===== config.mk =====
export PLATFORM = sky130hd
export DESIGN_NAME = mi3_queue
export DESIGN_NICKNAME = d
export VERILOG_FILES = /design/src/sv/mi3_pkg.sv /design/src/sv/mi3_queue.sv
export SDC_FILE = /design/constraint.sdc
export NUM_CORES = 1
export LEC_CHECK = 0
export BUFFER_PORTS_ARGS = -buffer_cell sky130_fd_sc_hd__buf_2
export CORE_AREA = 10 10 519 521
export DETAILED_ROUTE_END_ITERATION = 8
export DIE_AREA = 0 0 529 531
export SLEW_MARGIN = 20
export SYNTH_ARGS = -nofsm -noshare
export SYNTH_HDL_FRONTEND = slang
export SYNTH_SLANG_ARGS = --single-unit

===== constraint.sdc =====
create_clock -name clk -period 35.8 [get_ports clk]
set_clock_uncertainty 0.2 [all_clocks]
set_input_delay 3.58 -clock clk [delete_from_list [all_inputs] [get_ports clk]]
set_output_delay 3.58 -clock clk [all_outputs]
set_load 0.01 [all_outputs]

===== src/sv/mi3_pkg.sv =====
package mi3_pkg;

    localparam int FRAC_BITS_DEF = 16;
    localparam int ELEM_W        = 32;
    // cofactor: difference of two 64-bit products
    localparam int COF_W         = 65;
    // determinant: sum of three 32 x 65 bit products
    localparam int DET_W         = 97;
    localparam int N_ELEM        = 9;
    localparam int QUEUE_DEPTH   = 2;
    // 18 cofactor products, then 6 partial products for the determinant
    localparam int N_COF_STEPS   = 18;
    localparam int N_STEPS       = 24;

    typedef struct packed {
        logic signed [ELEM_W-1:0] elem_11;
        logic signed [ELEM_W-1:0] elem_12;
        logic signed [ELEM_W-1:0] elem_13;
        logic signed [ELEM_W-1:0] elem_21;
        logic signed [ELEM_W-1:0] elem_22;
        logic signed [ELEM_W-1:0] elem_23;
        logic signed [ELEM_W-1:0] elem_31;
        logic signed [ELEM_W-1:0] elem_32;
        logic signed [ELEM_W-1:0] elem_33;
    } mi3_in_t;

    typedef struct packed {
        logic signed [ELEM_W-1:0] inv_11;
        logic signed [ELEM_W-1:0] inv_12;
        logic signed [ELEM_W-1:0] inv_13;
        logic signed [ELEM_W-1:0] inv_21;
        logic signed [ELEM_W-1:0] inv_22;
        logic signed [ELEM_W-1:0] inv_23;
        logic signed [ELEM_W-1:0] inv_31;
        logic signed [ELEM_W-1:0] inv_32;
        logic signed [ELEM_W-1:0] inv_33;
        logic                     singular;
        logic                     saturated;
    } mi3_out_t;

    typedef struct packed {
        logic [N_ELEM-1:0][COF_W-1:0] cof;
        logic [DET_W-1:0]             det;
        logic                         singular;
    } mi3_job_t;

    typedef enum logic [1:0] {
        FR_IDLE,
        FR_MUL,
        FR_DRAIN,
        FR_PUSH
    } mi3_front_state_t;

    typedef enum logic [2:0] {
        BK_IDLE,
        BK_LOAD,
        BK_CHECK,
        BK_DIV,
        BK_WRITE,
        BK_OUT
    } mi3_back_state_t;

    // Cofactor k of the adjugate is a[x]*a[y] - a[u]*a[v]; returns {x, y, u, v}.
    function automatic logic [15:0] cof_terms(input logic [3:0] k);
        logic [15:0] t;
        begin
            case (k)
                4'd0:    t = {4'd4, 4'd8, 4'd5, 4'd7};
                4'd1:    t = {4'd7, 4'd2, 4'd1, 4'd8};
                4'd2:    t = {4'd1, 4'd5, 4'd4, 4'd2};
                4'd3:    t = {4'd5, 4'd6, 4'd3, 4'd8};
                4'd4:    t = {4'd0, 4'd8, 4'd2, 4'd6};
                4'd5:    t = {4'd3, 4'd2, 4'd0, 4'd5};
                4'd6:    t = {4'd3, 4'd7, 4'd6, 4'd4};
                4'd7:    t = {4'd6, 4'd1, 4'd0, 4'd7};
                4'd8:    t = {4'd0, 4'd4, 4'd1, 4'd3};
                default: t = 16'd0;
            endcase
            return t;
        end
    endfunction

endpackage


===== src/sv/mi3_queue.sv =====
module mi3_queue
(
    input  logic               clk,
    input  logic               rst_n,
    input  logic               push,
    input  mi3_pkg::mi3_job_t  push_data,
    output logic               full,
    input  logic               pop,
    output mi3_pkg::mi3_job_t  pop_data,
    output logic               empty
);

    localparam int PTR_W = $clog2(mi3_pkg::QUEUE_DEPTH);
    localparam int CNT_W = $clog2(mi3_pkg::QUEUE_DEPTH + 1);

    mi3_pkg::mi3_job_t mem_reg [mi3_pkg::QUEUE_DEPTH];
    logic [PTR_W-1:0]  wr_ptr_reg;
    logic [PTR_W-1:0]  rd_ptr_reg;
    logic [CNT_W-1:0]  count_reg;

    assign full     = (count_reg == CNT_W'(mi3_pkg::QUEUE_DEPTH));
    assign empty    = (count_reg == '0);
    assign pop_data = mem_reg[rd_ptr_reg];

    always_ff @(posedge clk or negedge rst_n)
    begin
        if (!rst_n)
        begin
            wr_ptr_reg <= '0;
            rd_ptr_reg <= '0;
            count_reg  <= '0;
        end
        else
        begin
            if (push && !full)
                wr_ptr_reg <= (wr_ptr_reg == PTR_W'(mi3_pkg::QUEUE_DEPTH - 1)) ? '0
                            : wr_ptr_reg + PTR_W'(1);
            if (pop && !empty)
                rd_ptr_reg <= (rd_ptr_reg == PTR_W'(mi3_pkg::QUEUE_DEPTH - 1)) ? '0
                            : rd_ptr_reg + PTR_W'(1);
            count_reg <= count_reg + CNT_W'(push && !full) - CNT_W'(pop && !empty);
        end
    end

    always_ff @(posedge clk)
    begin
        if (push && !full)
            mem_reg[wr_ptr_reg] <= push_data;
    end

endmodule


==> results.cfg <==
[status]
status = finished clean

[global_route]
overflow = 0
grtUsageTotal_pct = 11.9
grt_first_pass_wirelength_mm = 237
grt_pass1_vias = 28600
grt_max_degree = 179
antenna_found_initial = 125

[worst_setup_path]
slowest_delay_ps = 860
crit_fanout = 74
worstSetupEndpointType = output pin
path_common_cell = buf_4
crit_chain = buf_4, buf_4, buf_4, buf_4, buf_4, mux2_2, buf_2
cpMaxStageDelayCell = dfrtp_4
arrival_ps = 6190
critPathLaunchType = register
critical_path_class = register to output pin
r2r-start = count_reg[1]
rrSetupSlack_ps = 30670
reg2reg_to = mem_reg[1][136]
ff2ff_path_depth = 6
required_ps = 32020

[detailed_routing]
drtIter0Drc = 2116
avgViaCountPerCell = 3.81
wl_per_cell_microns = 24.9
ant_nets = 0
vias = 27400
dr.pass1.iters = 5
drc_errors = 0
totalWireLength_mm = 179

[synth]
yosys_register_bits = 1370
synth_top_area_share_pct = 82.3
ys_seq_area_share_pct = 82.5
synth.avg_cell_area_sq_um = 23.3
yosysWarningCount = 0
syn_inst = 2143
synth_largest_area_cell = edfxtp_1
synth_fp_nets = 2832
netlist_area_sq_um = 49800
ys_types = 15
netlist_top_cells_area = edfxtp_1 82%, mux2_2 15%, buf_6 0.99%, clkbuf_8 0.83%, dfrtp_1 0.20%

[clock_network]
cts_setup_buffers = 0
cts.sinks = 1370
clk_path_buf_depth = 4
insertion_delay_ps = 800
holdBufCountCts = 0
cts_buffers = 158
cts_tree = done
cts_resized = 0
clk_pin_slew_ps = 60
htreeDepth = 4
cts_root_buffer = clkbuf_16

[timing]
tightest_slew_ps = 1070
finalCriticalPeriod_ps = 9970
finalCritPeriodShare_pct = 27.8
slew_headroom_pct = 28.3
setup_tns_ps = 0
setup_viol = 0
finalHoldViolations = 0
drv_slew = 0
rsz0062_at_grt = no
setup_ws_ps = 25830
max_clock_freq_mhz = 100

[worst_hold_path]
whs_endpoint = count_reg[1]
hp-class = register to register
holdCritStartpoint = count_reg[1]
min_path_cells = 1

[placed_design]
port-buffer-count = 1371
gp_congestion = 0.918
dp_slack_ps = 26530
hpwl_mm = 140
post-place-cells = 6871

[floorplanning]
core_area_sq_um = 259000
num_io_pins = 1372
num_rows = 187
dieArea_sq_um = 281000
initial_core_util_pct = 19.3
fp.dieW_microns = 529
die_y_microns = 531

[flow_run]
drv_cap = 0

[layout]
largest_reg_flops = 1366
fin_cells = 7189
area_delta_synth_final_pct = 31.2
drive_gt1_share_pct = 61.7
n_fill_cell = 26400
final_nets = 4318

[power]
peakVddDrop_uv = 77.8
p_leak_nw = 23.5
powerDensity_nw_per_um2 = 84.1
[worst max-delay path by stage]
| stage | depth (start not counted) | end | slack, ps | start |
|---|---|---|---|---|
| floorplan | 2 | mem_reg[0][0] | 1940 | push |
| global placement | 7 | pop_data[143] | 26590 | rd_ptr_reg |
| detailed placement | 7 | pop_data[143] | 26530 | rd_ptr_reg |
| CTS | 7 | pop_data[143] | 25640 | rd_ptr_reg |
| global route | 7 | pop_data[143] | 25400 | rd_ptr_reg |
| finish | 7 | pop_data[143] | 25830 | rd_ptr_reg |
[per-stage QoR]
step           power (mW)  cell area (sq um)  util [%]  hold WS, ps
5_1_grt              5.75              65300      25.2          342
3_3_place_gp         3.99              60300      23.3          288
2_1_floorplan        3.66              49800         -          261
6_report             5.50              65400      25.3          309
3_5_place_dp         4.00              60300      23.3          304
4_1_cts              5.60              65300      25.2          313
[cell usage in the layout, fill, tap and decap left out, drive strengths merged, types with 2 or more instances in the layout]
master / n
mux2: 683
nor2: 2
dfrtp: 4
buf: 1402
clkinv: 62
inv: 13
xnor2: 3
edfxtp: 1366
ha: 2
clkbuf: 180
clkinvlp: 5
diode: 45
bufinv: 15
[cells in the mapped netlist (all sizes together)]
cell type and count:
nand2 1, inv 2, nand2b 1, dfrtp 4, nor2b 1, and3 1
nor2 2, clkbuf 30, mux2 683, xor2 1, edfxtp 1366, ha 2
xnor2 3, buf 46
[power by group]
part | switching (mW) | leakage [nW] | total, mW | internal [mW]
sequential | 0.0869 | 12.7 | 2.28 | 2.20
combinational | 1.01 | 8.29 | 1.66 | 0.641
clock | 0.640 | 2.43 | 1.56 | 0.923
total | 1.74 | 23.5 | 5.50 | 3.76
[final cells by class]
cell class	instances	area, sq um	area share, %
clock inverter	93	902	1.38
sequential	1370	41100	62.9
inverter	2	7.51	0.0115
tap	3402	4260	6.51
clock buffer	180	4060	6.21
multi-input combinational	695	7790	11.9
antenna	45	113	0.172
timing repair buffer	1402	7130	10.9
[worst max-delay path: cells and delay by family, from the launching register on]
kind	cells	cell delay, ps
flip-flops	1	860
buffers and inverters	6	3680
multiplexers	1	490
[per-layer routing]
layer,wire [microns],share of wire (%),track usage [%]
met3,21600,12,5.66
met5,408,0.23,0
met1,65000,36,13.4
met2,86300,48,20.0
met4,5490,3.1,3.59
[cell families after synthesis]
| logic type | count (synthesis) | share of synthesized area, % |
|---|---|---|
| adders and majority gates | 2 | 0.0502 |
| muxes | 683 | 15.4 |
| DFF | 1370 | 82.5 |
| buffers and inverters | 78 | 1.86 |
| and+or+nand+nor | 6 | 0.0603 |
| xor gates and xnor gates | 4 | 0.0703 |
(Power assumes the default switching activity.)
