File: config.mk
export PLATFORM = sky130hd
export DESIGN_NAME = mi3_back
export DESIGN_NICKNAME = d
export VERILOG_FILES = /design/src/sv/mi3_pkg.sv /design/src/sv/mi3_back.sv
export SDC_FILE = /design/constraint.sdc
export NUM_CORES = 2
export LEC_CHECK = 0
export ABC_AREA = 1
export BUFFER_PORTS_ARGS = -buffer_cell sky130_fd_sc_hd__buf_2
export CORE_MARGIN = 3
export CORE_UTILIZATION = 34
export CTS_CLUSTER_DIAMETER = 80
export DETAILED_ROUTE_END_ITERATION = 16
export PLACE_DENSITY_LB_ADDON = 0.3
export RECOVER_POWER = 100
export SLEW_MARGIN = 0
export SYNTH_ARGS = -nofsm -noshare
export SYNTH_HDL_FRONTEND = slang
export SYNTH_SLANG_ARGS = --single-unit
File: constraint.sdc
create_clock -name clk -period 63.9 [get_ports clk]
set_input_delay 6.39 -clock clk [delete_from_list [all_inputs] [get_ports clk]]
set_output_delay 6.39 -clock clk [all_outputs]
set_load 0.02 [all_outputs]
File: src/sv/mi3_pkg.sv
package mi3_pkg;

    localparam int FRAC_BITS_DEF = 16;
    localparam int ELEM_W        = 32;
    // cofactor: difference of two 64-bit products
    localparam int COF_W         = 65;
    // determinant: sum of three 32 x 65 bit products
    localparam int DET_W         = 97;
    localparam int N_ELEM        = 9;
    localparam int QUEUE_DEPTH   = 2;
    // 18 cofactor products, then 6 partial products for the determinant
    localparam int N_COF_STEPS   = 18;
    localparam int N_STEPS       = 24;

    typedef struct packed {
        logic signed [ELEM_W-1:0] elem_11;
        logic signed [ELEM_W-1:0] elem_12;
        logic signed [ELEM_W-1:0] elem_13;
        logic signed [ELEM_W-1:0] elem_21;
        logic signed [ELEM_W-1:0] elem_22;
        logic signed [ELEM_W-1:0] elem_23;
        logic signed [ELEM_W-1:0] elem_31;
        logic signed [ELEM_W-1:0] elem_32;
        logic signed [ELEM_W-1:0] elem_33;
    } mi3_in_t;

    typedef struct packed {
        logic signed [ELEM_W-1:0] inv_11;
        logic signed [ELEM_W-1:0] inv_12;
        logic signed [ELEM_W-1:0] inv_13;
        logic signed [ELEM_W-1:0] inv_21;
        logic signed [ELEM_W-1:0] inv_22;
        logic signed [ELEM_W-1:0] inv_23;
        logic signed [ELEM_W-1:0] inv_31;
        logic signed [ELEM_W-1:0] inv_32;
        logic signed [ELEM_W-1:0] inv_33;
        logic                     singular;
        logic                     saturated;
    } mi3_out_t;

    typedef struct packed {
        logic [N_ELEM-1:0][COF_W-1:0] cof;
        logic [DET_W-1:0]             det;
        logic                         singular;
    } mi3_job_t;

    typedef enum logic [1:0] {
        FR_IDLE,
        FR_MUL,
        FR_DRAIN,
        FR_PUSH
    } mi3_front_state_t;

    typedef enum logic [2:0] {
        BK_IDLE,
        BK_LOAD,
        BK_CHECK,
        BK_DIV,
        BK_WRITE,
        BK_OUT
    } mi3_back_state_t;

    // Cofactor k of the adjugate is a[x]*a[y] - a[u]*a[v]; returns {x, y, u, v}.
    function automatic logic [15:0] cof_terms(input logic [3:0] k);
        logic [15:0] t;
        begin
            case (k)
                4'd0:    t = {4'd4, 4'd8, 4'd5, 4'd7};
                4'd1:    t = {4'd7, 4'd2, 4'd1, 4'd8};
                4'd2:    t = {4'd1, 4'd5, 4'd4, 4'd2};
                4'd3:    t = {4'd5, 4'd6, 4'd3, 4'd8};
                4'd4:    t = {4'd0, 4'd8, 4'd2, 4'd6};
                4'd5:    t = {4'd3, 4'd2, 4'd0, 4'd5};
                4'd6:    t = {4'd3, 4'd7, 4'd6, 4'd4};
                4'd7:    t = {4'd6, 4'd1, 4'd0, 4'd7};
                4'd8:    t = {4'd0, 4'd4, 4'd1, 4'd3};
                default: t = 16'd0;
            endcase
            return t;
        end
    endfunction

endpackage

File: src/sv/mi3_back.sv
module mi3_back
#(
    parameter int FRAC_BITS = mi3_pkg::FRAC_BITS_DEF
)
(
    input  logic               clk,
    input  logic               rst_n,
    input  logic               q_empty,
    input  mi3_pkg::mi3_job_t  q_data,
    output logic               pop,
    output logic               done,
    output mi3_pkg::mi3_out_t  result
);

    localparam int NUM_W  = 64 + 2 * FRAC_BITS;
    localparam int WIDE_W = (NUM_W > 129) ? NUM_W : 129;

    mi3_pkg::mi3_back_state_t state_reg;
    mi3_pkg::mi3_back_state_t state_next;

    logic [mi3_pkg::COF_W-1:0]  cof_reg [mi3_pkg::N_ELEM];
    logic [31:0]                inv_reg [mi3_pkg::N_ELEM];
    logic [mi3_pkg::DET_W-1:0]  dmag_reg;
    logic                       dneg_reg;
    logic                       sing_reg;
    logic                       sat_reg;
    logic                       cneg_reg;
    logic                       big_reg;
    logic [3:0]                 idx_reg;
    logic [4:0]                 step_reg;
    logic [WIDE_W-1:0]          rem_reg;
    logic [WIDE_W-1:0]          dsh_reg;
    logic [31:0]                q_reg;
    logic                       done_reg;
    mi3_pkg::mi3_out_t          result_reg;

    logic [mi3_pkg::COF_W-1:0]  cur_cof;
    logic [mi3_pkg::COF_W-1:0]  cof_mag;
    logic                       ge;
    logic                       neg;
    logic [31:0]                res;
    logic                       res_sat;
    mi3_pkg::mi3_out_t          result_next;

    assign cur_cof = cof_reg[idx_reg];
    assign cof_mag = cur_cof[mi3_pkg::COF_W-1] ? (~cur_cof + 1'b1) : cur_cof;
    assign ge      = (rem_reg >= dsh_reg);
    assign neg     = cneg_reg ^ dneg_reg;

    // clip the 32-bit quotient magnitude into signed range
    always_comb
    begin
        res     = q_reg;
        res_sat = 1'b0;
        if (neg)
        begin
            if (big_reg || (q_reg > 32'h8000_0000))
            begin
                res     = 32'h8000_0000;
                res_sat = 1'b1;
            end
            else
                res = ~q_reg + 32'd1;
        end
        else if (big_reg || q_reg[31])
        begin
            res     = 32'h7FFF_FFFF;
            res_sat = 1'b1;
        end
    end

    always_comb
    begin
        result_next.inv_11    = sing_reg ? '0 : inv_reg[0];
        result_next.inv_12    = sing_reg ? '0 : inv_reg[1];
        result_next.inv_13    = sing_reg ? '0 : inv_reg[2];
        result_next.inv_21    = sing_reg ? '0 : inv_reg[3];
        result_next.inv_22    = sing_reg ? '0 : inv_reg[4];
        result_next.inv_23    = sing_reg ? '0 : inv_reg[5];
        result_next.inv_31    = sing_reg ? '0 : inv_reg[6];
        result_next.inv_32    = sing_reg ? '0 : inv_reg[7];
        result_next.inv_33    = sing_reg ? '0 : inv_reg[8];
        result_next.singular  = sing_reg;
        result_next.saturated = sat_reg && !sing_reg;
    end

    always_ff @(posedge clk or negedge rst_n)
    begin
        if (!rst_n)
        begin
            state_reg <= mi3_pkg::BK_IDLE;
            done_reg  <= 1'b0;
        end
        else
        begin
            state_reg <= state_next;
            done_reg  <= (state_reg == mi3_pkg::BK_OUT);
        end
    end

    always_ff @(posedge clk)
    begin
        case (state_reg)
            mi3_pkg::BK_IDLE:
                if (!q_empty)
                begin
                    for (int i = 0; i < mi3_pkg::N_ELEM; i++)
                        cof_reg[i] <= q_data.cof[i];
                    dneg_reg <= q_data.det[mi3_pkg::DET_W-1];
                    dmag_reg <= q_data.det[mi3_pkg::DET_W-1] ? (~q_data.det + 1'b1)
                                                             : q_data.det;
                    sing_reg <= q_data.singular;
                    sat_reg  <= 1'b0;
                    idx_reg  <= '0;
                end
            mi3_pkg::BK_LOAD:
            begin
                cneg_reg <= cur_cof[mi3_pkg::COF_W-1];
                rem_reg  <= WIDE_W'(cof_mag) << (2 * FRAC_BITS);
                dsh_reg  <= WIDE_W'(dmag_reg) << 31;
            end
            mi3_pkg::BK_CHECK:
            begin
                big_reg  <= (rem_reg >= {dsh_reg[WIDE_W-2:0], 1'b0});
                step_reg <= 5'd31;
                q_reg    <= '0;
            end
            mi3_pkg::BK_DIV:
            begin
                if (ge)
                    rem_reg <= rem_reg - dsh_reg;
                q_reg    <= {q_reg[30:0], ge};
                dsh_reg  <= dsh_reg >> 1;
                step_reg <= step_reg - 5'd1;
            end
            mi3_pkg::BK_WRITE:
            begin
                inv_reg[idx_reg] <= res;
                sat_reg          <= sat_reg | res_sat;
                idx_reg          <= idx_reg + 4'd1;
            end
            mi3_pkg::BK_OUT:
                result_reg <= result_next;
            default:
                sat_reg <= sat_reg;
        endcase
    end

    always_comb
    begin
        state_next = state_reg;
        case (state_reg)
            mi3_pkg::BK_IDLE:
                if (!q_empty)
                    state_next = q_data.singular ? mi3_pkg::BK_OUT : mi3_pkg::BK_LOAD;
            mi3_pkg::BK_LOAD:  state_next = mi3_pkg::BK_CHECK;
            mi3_pkg::BK_CHECK:
                state_next = (rem_reg >= {dsh_reg[WIDE_W-2:0], 1'b0}) ? mi3_pkg::BK_WRITE
                                                                     : mi3_pkg::BK_DIV;
            mi3_pkg::BK_DIV:
                if (step_reg == 5'd0) state_next = mi3_pkg::BK_WRITE;
            mi3_pkg::BK_WRITE:
                state_next = (idx_reg == 4'(mi3_pkg::N_ELEM - 1)) ? mi3_pkg::BK_OUT
                                                                  : mi3_pkg::BK_LOAD;
            mi3_pkg::BK_OUT:   state_next = mi3_pkg::BK_IDLE;
            default:           state_next = mi3_pkg::BK_IDLE;
        endcase
    end

    always_comb
    begin
        pop = 1'b0;
        case (state_reg)
            mi3_pkg::BK_IDLE: pop = !q_empty;
            default:          pop = 1'b0;
        endcase
    end

    assign done   = done_reg;
    assign result = result_reg;

    a_single_strobe: assert property (@(posedge clk) disable iff (!rst_n)
        done |=> !done)
        else $error("result strobe held for more than one cycle");

    a_singular_zero: assert property (@(posedge clk) disable iff (!rst_n)
        (done && result.singular) |->
            (!result.saturated && result.inv_11 == '0 && result.inv_22 == '0
             && result.inv_33 == '0))
        else $error("singular result with nonzero elements or saturation");

    a_write_order: assert property (@(posedge clk) disable iff (!rst_n)
        (state_reg == mi3_pkg::BK_WRITE) |->
            ($past(state_reg) == mi3_pkg::BK_DIV || $past(state_reg) == mi3_pkg::BK_CHECK))
        else $error("element written without a division");

endmodule
==> results.toml <==
[final_layout]
utilization = 0.4028
largest_reg_flops = 585
seq_area_um2 = 47130
area_delta_synth_final_pct = 17.13
fillers = 23050
multi_input_area_um2 = 26070
drive_gt1_frac = 0.09684
fin_nets = 10160

[logic_synthesis]
synth_edf_count = 1563
synth_most_common_cell = "nand2_1"
synthCells = 8204
synthArstFlopShare = 0.002546
syn-cell-area_um2 = 78690
synth_common_cells = "nand2_1, edfxtp_1, nor2_1"
ys_seq_area_frac = 0.5988
synth.top_cell.area_share = 0.5965
yosys-top-cells-area = "edfxtp_1, nand2_1, nor2_1, inv_1, ha_1"
post_synth.cell_area_avg_um2 = 9.591
syn_nets = 9156
synth_ff_type = "edfxtp_1"
yosys_warnings = 0
yosysTopAreaCell = "edfxtp_1"
ys_types = 62
synth_seq_cells = 1571

[power]
p_leak_uw = 0.03597
swShare = 0.4589
combPwrFrac = 0.462
powerDensity_nw_per_um2 = 54.44
pwr-share-seq = 0.326
clockPowerShare = 0.212
finalPower_uw = 5017
internal_power_uw = 2715
irDropWorstVdd_mv = 0.02859
p_switching_uw = 2302

[placement]
place_hpwl_um = 233500
place.gp.congestion = 0.9870
port-buffer-count = 977

[floorplan]
dieArea_um2 = 237200
die_w_um = 487.1
ios = 978
initial_core_util = 0.3439
die_y_um = 487.1
rows = 175
core_um2 = 228800

[run_status]
outcome = "finished, violations left"
failed_checks = "max-capacitance violations, max-slew violations"

[worst_setup_path]
cp-start-kind = "input pin"
path_class = "input pin to flop"
crit_fanout = 167
cp-end-kind = "flop"
cp.required_ps = 64250
worstPathArrival_ps = 22460
r2r_slack_ps = 46800

[sta]
rsz0062_at_grt = "no"
finalSetupViolations = 0
min_period_ps = 22110
skew_ps = 84.77
worstMarginPinSlew_ps = 9165
period_share = 0.3460
final_max_slew_viol_count = 2679
slew-limit-headroom = -5.110
fmax_ghz = 0.04523
final_hold_viol_count = 0
fin_tns_setup_ps = 0

[global_routing]
first_global_vias = 60210
grt_max_degree = 168
grt_usage = 0.2428
grt_first_pass_wirelength_um = 419000
grt_antenna_before_repair = 77
grt_overflow_total = 0

[clocking]
cts_resized = 0
cts_buffer_depth = 3
cts_tree = "built"
cts_root_buf = "clkbuf_16"
insertion_delay_ps = 870
postCtsSetupBuffers = 0
cts-htree-levels = 4
cts_buffers = 177
clk_pin_slew_ps = 60
clock-sinks = 1571
hold_buffers = 0

[route]
drt-pass1-iter-count = 6
drcViolationCount = 0
vias = 62590
drtAntennaViolNets = 0
wirelength_um = 298500
drt_iter0_drc = 5872
routedWlPerCell_um = 24.03
vias_per_cell = 5.039

[min_path]
worst_hold_path_type = "flop to flop"

[job]
drv_cap = 45
==> placed cells by master, fill, tap and decap left out, types with 20 or more instances in the layout <==
cell type / netlist / layout
xor2_1: 99 / 99
o21ai_1: 76 / 58
clkinv_2: 0 / 29
nand3_1: 448 / 448
nand2_1: 1599 / 1603
buf_4: 14 / 21
nor2_1: 1315 / 1328
edfxtp_1: 1563 / 1563
clkinv_1: 3 / 42
xnor2_1: 41 / 41
nor3_1: 83 / 86
clkbuf_1: 106 / 500
buf_2: 52 / 544
nor2_2: 28 / 20
o21ai_0: 529 / 548
o21bai_1: 22 / 22
nor4_1: 54 / 54
nand4_1: 59 / 59
diode_2: 0 / 56
ha_1: 265 / 265
inv_1: 1109 / 1109
o211ai_1: 41 / 41
bufinv_16: 0 / 24
a21oi_1: 459 / 460
clkbuf_16: 0 / 177
==> final timing paths <==
check	startpoint	endpoint	depth (start not counted)
setup / recovery	q_empty	cof_reg[1][52]$_DFFE_PP_	7
hold / removal	inv_reg[8][11]$_DFFE_PP_	result[13]$_SDFFCE_PP0P_	2
setup reg to reg	state_reg[1]$_DFFE_PN0P_	cof_reg[1][52]$_DFFE_PP_	8
hold reg to reg	inv_reg[8][11]$_DFFE_PP_	result[13]$_SDFFCE_PP0P_	2
max in group asynchronous	rst_n	state_reg[0]$_DFFE_PN0P_	1
min in group asynchronous	rst_n	done$_DFF_PN0_	1
==> cells by family after synthesis <==
| family | Yosys count | synth area share |
|---|---|---|
| compound gates | 1227 | 0.08391 |
| xor+xnor | 140 | 0.01558 |
| fa+ha+maj | 266 | 0.04239 |
| buf+inv | 1346 | 0.06872 |
| flops | 1571 | 0.5988 |
| simple gates | 3654 | 0.1906 |
==> layout make-up <==
class	count	share of cell area
timing repair buffer	1043	0.05072
inverter	1125	0.04599
antenna	56	0.001520
sequential	1571	0.5113
multi-input combinational	5287	0.2828
tap	3009	0.04085
clock buffer	200	0.04899
clock inverter	130	0.01781
==> power groups by stage <==
| stage | sequential (uW) | clock, uW | combinational [uW] |
|---|---|---|---|
| global placement | 1610 | 0 | 2290 |
| detailed placement | 1610 | 0 | 2300 |
| finish | 1630 | 1060 | 2320 |
| floorplan | 1740 | 0 | 1390 |
| global route | 1650 | 1130 | 2530 |
| CTS | 1590 | 1090 | 2310 |
==> layer usage <==
layer / part of all wire / GRT usage / wire length (um) / vias to the layer above
met5: 0.00089 / 0 / 266 / -
met4: 0.044 / 0.1020 / 13170 / 44
met3: 0.068 / 0.03919 / 20310 / 424
met2: 0.47 / 0.3967 / 139000 / 2383
met1: 0.42 / 0.3198 / 125700 / 30100
li1: - / - / - / 29640
==> critical path, stage by stage <==
cell and delay (ps):
clkbuf_1 170, nor2_1 310, clkbuf_1 880, clkbuf_1 6380, clkbuf_1 2380, clkbuf_1 2250
clkbuf_1 3370
==> through the flow <==
| step | setup slack [ps] | hold WS (ps) | instances | area [um2] |
|---|---|---|---|---|
| finish | 41790 | 472.5 | 12420 | 92170 |
| global route | 40380 | 508.4 | 12400 | 92120 |
| CTS | 50530 | 477.5 | 12370 | 93020 |
| detailed placement | 50530 | 515.2 | 12040 | 86860 |
| global placement | 50530 | 509.3 | 12040 | 86860 |
| floorplan | 22850 | 424.4 | 8204 | 78690 |
No activity file was read; power rests on OpenSTA's default activity.
